<file path="config.mk">
export PLATFORM = sky130hd
export DESIGN_NAME = utf8_to_ucs2_decoder
export DESIGN_NICKNAME = d
export VERILOG_FILES = /design/src/hdl/u8dec_pkg.sv /design/src/hdl/utf8_to_ucs2_decoder.sv
export SDC_FILE = /design/constraint.sdc
export NUM_CORES = 1
export LEC_CHECK = 0
export BUFFER_PORTS_ARGS = -buffer_cell sky130_fd_sc_hd__buf_2
export CAP_MARGIN = 20
export CORE_MARGIN = 5
export CORE_UTILIZATION = 57
export CTS_BUF_LIST = sky130_fd_sc_hd__clkbuf_8
export CTS_CLUSTER_SIZE = 10
export DETAILED_ROUTE_END_ITERATION = 7
export PLACE_DENSITY = 0.91
export REMOVE_ABC_BUFFERS = 1
export SETUP_SLACK_MARGIN = 0.05
export SYNTH_ARGS = -nofsm -noshare
export SYNTH_HDL_FRONTEND = slang
export SYNTH_SLANG_ARGS = --single-unit
</file>
<file path="constraint.sdc">
create_clock -name i_clk -period 4 [get_ports i_clk]
set_clock_uncertainty 0.1 [all_clocks]
set_input_delay 0.8 -clock i_clk [delete_from_list [all_inputs] [get_ports i_clk]]
set_output_delay 0.8 -clock i_clk [all_outputs]
set_load 0.01 [all_outputs]
</file>
<file path="src/hdl/u8dec_pkg.sv">
package u8dec_pkg;

    // Stream payload widths
    localparam int unsigned InByteW   = 8;
    localparam int unsigned CodeW     = 16;
    localparam int unsigned CountW    = 16;
    localparam int unsigned LeftW     = 2;
    localparam int unsigned OutFieldW = CodeW + 1 + LeftW + CountW;
    localparam int unsigned OutDataW  = ((OutFieldW + 7) / 8) * 8;

    // APB register map
    localparam int unsigned ApbAddrW  = 3;
    localparam int unsigned ApbDataW  = 32;
    localparam logic        RegIdxSkipNul = 1'b0;

    // Byte field masks
    localparam logic [7:0] MaskLead3  = 8'h0F;
    localparam logic [7:0] MaskLead2  = 8'h1F;
    localparam logic [7:0] MaskCont   = 8'h3F;
    localparam logic [1:0] ContTag    = 2'b10;

    localparam logic [CountW-1:0] CountMax = '1;

    typedef logic [1:0]        t_pend;
    typedef logic [CodeW-1:0]  t_code;
    typedef logic [CountW-1:0] t_count;

endpackage

</file>
<file path="src/hdl/utf8_to_ucs2_decoder.sv">
// UTF-8 to 16-bit code point decoder.
//
// Input stream: one UTF-8 byte per beat in i_s_tdata[7:0]; i_s_tlast marks the
// last byte of a string. Output stream: one beat per completed character or
// per end-of-string byte. o_m_tuser flags a completed character, o_m_tlast
// marks the end-of-string result, which also carries the sticky error, the
// leftover byte count of an unfinished sequence and the saturating count.
// Bytes that complete nothing and are not last produce no output beat.
//
// Throughput is one byte per cycle while the receiver takes results: the
// decode step is a few masks and a 6-bit shift between the input register
// and the result register. o_m_tvalid rises once a byte that produces a beat
// has moved from the input register into the result register.
// When the receiver stalls, the result register holds, the input register
// fills, and o_s_tready drops only once both are occupied.
//
// Reset (synchronous, i_rst_n low) empties both stages, clears the string
// state and sets skip_nul to 0. The skip_nul register sits at APB address 0
// and should be written only while the stream is idle.
module utf8_to_ucs2_decoder
    import u8dec_pkg::*;
(
    input  logic                i_clk,
    input  logic                i_rst_n,

    input  logic                i_s_tvalid,
    output logic                o_s_tready,
    input  logic [InByteW-1:0]  i_s_tdata,    // [7:0] data_byte
    input  logic                i_s_tlast,    // end_of_string

    output logic                o_m_tvalid,
    input  logic                i_m_tready,
    // [15:0] code_point, [16] decode_error, [18:17] leftover_bytes,
    // [34:19] decoded_count, upper bits zero
    output logic [OutDataW-1:0] o_m_tdata,
    output logic                o_m_tuser,    // has_char
    output logic                o_m_tlast,    // done_res

    input  logic                psel,
    input  logic                penable,
    input  logic                pwrite,
    input  logic [ApbAddrW-1:0] paddr,
    input  logic [ApbDataW-1:0] pwdata,
    output logic [ApbDataW-1:0] prdata,
    output logic                pready
);

    // Configuration
    logic r_skip_nul;

    // Input stage
    logic               r_in_valid;
    logic [InByteW-1:0] r_in_byte;
    logic               r_in_last;

    // String state
    t_pend  r_pending, n_pending;
    t_pend  r_seq_len, n_seq_len;
    t_code  r_partial, n_partial;
    logic   r_err,     n_err;
    t_count r_count,   n_count;

    // Result stage
    logic   r_out_valid;
    t_code  r_out_cp;
    logic   r_out_has, r_out_done, r_out_err;
    t_pend  r_out_left;
    t_count r_out_count;

    // Decode outputs
    logic   got, produce;
    t_code  cp;
    t_pend  left;
    t_pend  pend_dec;

    logic out_free, advance, in_accept;

    assign out_free   = !r_out_valid || i_m_tready;
    assign advance    = r_in_valid && out_free;
    assign o_s_tready = !r_in_valid || out_free;
    assign in_accept  = i_s_tvalid && o_s_tready;

    // APB register file
    assign pready = 1'b1;
    always_comb begin
        prdata = '0;
        if (paddr[ApbAddrW-1] == RegIdxSkipNul) begin
            prdata[0] = r_skip_nul;
        end
    end

    // Decode step for the byte in the input register
    always_comb begin
        n_pending = r_pending;
        n_seq_len = r_seq_len;
        n_partial = r_partial;
        n_err     = r_err;
        n_count   = r_count;
        got       = 1'b0;
        cp        = '0;
        left      = '0;
        pend_dec  = r_pending - t_pend'(1);

        if (r_pending != '0) begin
            // following byte: always consumed
            if (r_in_byte[7:6] != ContTag) begin
                n_err = 1'b1;
            end
            n_partial = {r_partial[CodeW-7:0], r_in_byte[5:0] & MaskCont[5:0]};
            n_pending = pend_dec;
            if (pend_dec == '0) begin
                got       = 1'b1;
                cp        = n_partial;
                n_partial = '0;
                n_seq_len = '0;
            end
        end else if (r_in_byte[7]) begin
            if (r_in_byte[6]) begin
                if (r_in_byte[5]) begin
                    n_partial = t_code'(r_in_byte & MaskLead3);
                    n_pending = 2'd2;
                    n_seq_len = 2'd3;
                end else begin
                    n_partial = t_code'(r_in_byte & MaskLead2);
                    n_pending = 2'd1;
                    n_seq_len = 2'd2;
                end
            end else begin
                // stray continuation byte
                n_err = 1'b1;
            end
        end else if (r_in_byte != '0 || !r_skip_nul) begin
            got = 1'b1;
            cp  = t_code'(r_in_byte);
        end

        if (got && r_count != CountMax) begin
            n_count = r_count + t_count'(1);
        end

        if (n_pending != '0 && n_seq_len > n_pending) begin
            left = n_seq_len - n_pending;
        end

        produce = got || r_in_last;
    end

    // Registers
    always_ff @(posedge i_clk) begin
        if (!i_rst_n) begin
            r_skip_nul  <= 1'b0;
            r_in_valid  <= 1'b0;
            r_out_valid <= 1'b0;
            r_pending   <= '0;
            r_seq_len   <= '0;
            r_partial   <= '0;
            r_err       <= 1'b0;
            r_count     <= '0;
        end else begin
            if (psel && penable && pwrite && pready
                    && paddr[ApbAddrW-1] == RegIdxSkipNul) begin
                r_skip_nul <= pwdata[0];
            end

            if (in_accept) begin
                r_in_valid <= 1'b1;
            end else if (advance) begin
                r_in_valid <= 1'b0;
            end

            if (advance) begin
                r_out_valid <= produce;
                if (r_in_last) begin
                    r_pending <= '0;
                    r_seq_len <= '0;
                    r_partial <= '0;
                    r_err     <= 1'b0;
                    r_count   <= '0;
                end else begin
                    r_pending <= n_pending;
                    r_seq_len <= n_seq_len;
                    r_partial <= n_partial;
                    r_err     <= n_err;
                    r_count   <= n_count;
                end
            end else if (i_m_tready) begin
                r_out_valid <= 1'b0;
            end
        end
    end

    // Payload registers, no reset
    always_ff @(posedge i_clk) begin
        if (in_accept) begin
            r_in_byte <= i_s_tdata;
            r_in_last <= i_s_tlast;
        end
        if (advance) begin
            r_out_cp    <= cp;
            r_out_has   <= got;
            r_out_done  <= r_in_last;
            r_out_err   <= r_in_last ? n_err : 1'b0;
            r_out_left  <= r_in_last ? left : '0;
            r_out_count <= r_in_last ? n_count : '0;
        end
    end

    assign o_m_tvalid = r_out_valid;
    assign o_m_tuser  = r_out_has;
    assign o_m_tlast  = r_out_done;
    assign o_m_tdata  = {{(OutDataW - OutFieldW){1'b0}},
                         r_out_count, r_out_left, r_out_err, r_out_cp};

`ifndef SYNTHESIS
    // A result beat is either a character or an end-of-string report
    a_beat_has_cause: assert property (@(posedge i_clk) disable iff (!i_rst_n)
        r_out_valid |-> (r_out_has || r_out_done))
        else $error("result beat with neither character nor end of string");

    // Report fields are zero outside the end-of-string beat
    a_report_zero: assert property (@(posedge i_clk) disable iff (!i_rst_n)
        (r_out_valid && !r_out_done)
            |-> (!r_out_err && r_out_left == '0 && r_out_count == '0))
        else $error("report fields set on a non-final beat");

    // Pending count never exceeds the sequence length
    a_pend_vs_len: assert property (@(posedge i_clk) disable iff (!i_rst_n)
        (r_pending != 2'd3) && (r_pending == '0 || r_seq_len > r_pending))
        else $error("inconsistent sequence state");

    // String state is cleared after the end-of-string byte is processed
    a_clear_on_end: assert property (@(posedge i_clk) disable iff (!i_rst_n)
        (advance && r_in_last) |=> (r_pending == '0 && r_count == '0 && !r_err))
        else $error("string state not cleared at end of string");

    // No character means a zero code point
    a_cp_zero: assert property (@(posedge i_clk) disable iff (!i_rst_n)
        (r_out_valid && !r_out_has) |-> (r_out_cp == '0))
        else $error("code point set without a character");
`endif

endmodule

</file>
==> out/results.ini <==
[timing]
finalSetupViolations = 0
tightestPinTransition_ns = 0.754
hold_viol_final = 0
post-route-period-util_pct = 62.3
slew_violations = 0
fmax_mhz = 401
max_slew_margin_pct = 49.3
whs_ns = 0.354
finalSetupTns_ns = 0
layout_min_cycle_time_ns = 2.49
rsz0062_at_grt = no

[critical_path]
worstPathRequired_ns = 4.03
critPathArrivalTime_ns = 2.52
crit_path_end_kind = flip-flop
startpoint_type = flip-flop
crit_path_max_fanout = 12
worstSetupPathType = flip-flop to flip-flop

[cts]
numCtsBuffers = 9
cts_tree = built
cts.sinks = 80
clk_pin_slew_worst_paths_ns = 0.09
clock_latency_ns = 0.36
cts_resized = 0
cts_setup_buffers = 0
htree_num_levels = 3
root_buffer = clkbuf_8
postCtsHoldBufs = 0
cts_buffer_depth = 2

[global_routing]
grt_use_met3_pct = 4.06
grt_overflow_total = 0
grtUsageTotal_pct = 18.7
grt_pass1_vias = 2778
busiest_layer = met2
grt_pass1_wl_um = 13100
use_met1_pct = 24.6
antenna_found_initial = 0
grt_use_met2_pct = 30.0
grt_max_degree = 29

[floorplan]
boundaryPins = 128
fp.dieArea_sq_mm = 0.00896
row_count = 30
dieWidth_um = 94.7
start_util_pct = 59.5
die_h_um = 94.7
coreArea_sq_mm = 0.00687

[placement]
io_buffers = 57
place.gp.congestion = 0.881
dp_hpwl_um = 5600
dp.cells = 530

[status]
outcome = finished, final reports clean

[final_layout]
area_growth_pct = 10.3
multi_input_area_sq_mm = 0.00176
post-route-util_pct = 65.6
seq_area_sq_mm = 0.00206
fillCellCount = 505
nNetsFinal = 500
stdcell_count = 546
layout-drive-gt1-share_pct = 21.3
mostFrequentLayoutCells = 57 x buf_2, 46 x edfxtp_1, 37 x nand2_1, 37 x conb_1, 36 x nor2_1
diodes = 0
final_common_cell = buf_2

[yosys]
synth_edf_count = 46
synth_cell_type_count = 59
avgSynthCellArea_sq_um = 10.4
synth-seq-cells = 80
async_flop_share_pct = 0
syn_area_sq_mm = 0.00409
yosys_warnings = 0
ys.flop_type = edfxtp_1
syn_inst = 394
ys_seq_area_share_pct = 50.5

[drt]
initialDrtViolationCount = 288
route.vias.total = 2966
avgViaCountPerCell = 5.43
route.detailed.drc = 0
first_pass_iters = 4
wire_per_inst_um = 14.8
wl_um = 8060
ant_nets = 0

[power_and_ir_drop]
peakVddDrop_mv = 0.250
total_power_mw = 1.67
p_per_area_mw_per_mm2 = 370
p_leak_nw = 1.65

[job]
maxCapViolations = 0

[worst_hold_path]
hp-class = flip-flop to flip-flop

registers in the layout, indices dropped and copies added (netlist names):
register,cells
r_count,16
r_out_count,16
r_out_cp,16
r_partial,10
r_in_byte,8
r_out_left,2
r_pending,2
r_seq_len,2
o_m_tlast,1
o_m_tuser,1
o_m_tvalid,1
r_err,1
r_in_last,1
r_in_valid,1
r_out_err,1
r_skip_nul,1
worst paths after layout:
check / from / end / slack (ns) / cells past startpoint
worst max-delay path: r_pending[0]$_SDFFE_PN0P_ / r_out_left[1]$_SDFFCE_PN0P_ / 1.51 / 6
worst min-delay path: r_partial[7]$_SDFFE_PN0P_ / r_partial[7]$_SDFFE_PN0P_ / 0.35 / 2
worst max register to register: r_pending[0]$_SDFFE_PN0P_ / r_out_left[1]$_SDFFCE_PN0P_ / 1.51 / 6
worst min register to register: r_partial[7]$_SDFFE_PN0P_ / r_partial[7]$_SDFFE_PN0P_ / 0.35 / 2
synth_stat cells, types with 2 or more instances:
cell type | number | area share, %
a211oi_1 | 2 | 0.37
or3_1 | 6 | 0.92
mux2i_1 | 3 | 0.74
o2111ai_1 | 3 | 0.64
dfxtp_1 | 34 | 17
nand2_1 | 37 | 3.4
nand4_1 | 5 | 0.77
a32o_1 | 2 | 0.49
a2bb2oi_1 | 2 | 0.43
nor2_1 | 36 | 3.3
xor2_1 | 3 | 0.64
clkinv_1 | 2 | 0.18
nand3b_1 | 4 | 0.74
a31oi_1 | 5 | 0.77
and3_1 | 5 | 0.77
ha_1 | 3 | 0.92
nor3b_1 | 2 | 0.37
nand3_1 | 19 | 2.3
nand2b_1 | 2 | 0.31
clkbuf_1 | 14 | 1.3
buf_2 | 5 | 0.61
a211oi_2 | 2 | 0.61
a21oi_1 | 24 | 2.9
o211ai_1 | 4 | 0.74
conb_1 | 2 | 0.18
a2111oi_4 | 4 | 2.7
a22oi_1 | 2 | 0.37
o221a_2 | 2 | 0.55
edfxtp_1 | 46 | 34
xnor2_1 | 10 | 2.1
inv_1 | 3 | 0.28
buf_4 | 38 | 7.0
and2_1 | 18 | 2.8
nor3_1 | 4 | 0.49
a22o_1 | 2 | 0.43
and4_1 | 3 | 0.64
o21ai_0 | 8 | 0.98
nor2b_1 | 5 | 0.77
or4_1 | 3 | 0.55
power breakdown:
| group | switching (mW) | total (mW) | leakage [nW] | internal (mW) |
|---|---|---|---|---|
| logic | 0.0922 | 0.134 | 0.836 | 0.0416 |
| clock network | 0.321 | 0.622 | 0.103 | 0.301 |
| registers | 0.0150 | 0.910 | 0.715 | 0.895 |
metal layers:
| metal | share of wire [%] | vias up | wire length, um |
|---|---|---|---|
| li1 | - | 1443 | - |
| met1 | 43 | 1381 | 3450 |
| met4 | 2.0 | 0 | 162 |
| met5 | 0 | - | 0 |
| met3 | 7.8 | 13 | 631 |
| met2 | 47 | 129 | 3820 |
worst max-delay path: stages, from the launching register on:
cell and delay, ns:
dfxtp_1 0.57, nor2b_1 0.61, buf_4 0.28, nor2_1 0.10, fa_1 0.48, nand2_1 0.07, nor2_1 0.04
metrics by stage:
step | instance area (sq um) | worst slack (ns)
5_1_grt | 4500 | 1.36
3_3_place_gp | 4300 | 1.58
4_1_cts | 4500 | 1.54
6_report | 4500 | 1.51
3_5_place_dp | 4300 | 1.53
2_1_floorplan | 3840 | 0.818
area by class of cell:
type | count | area share (%)
repair buffers | 64 | 7.50
multi-input cells | 285 | 39.0
inverters | 5 | 0.417
clock buffers | 9 | 2.75
flip-flops and latches | 80 | 45.8
clock inverters | 7 | 1.86
well taps | 96 | 2.67
cell families after synthesis:
logic type / Yosys count / synth area share (%)
muxes: 3 / 0.735
AOI/OAI and AO/OA: 74 / 15.5
and+or+nand+nor: 154 / 19.2
buffers and inverters: 64 / 9.71
DFF: 80 / 50.5
adders and majority gates: 4 / 1.41
xor gates and xnor gates: 13 / 2.79
other: 2 / 0.184
(Power assumes the default switching activity.)
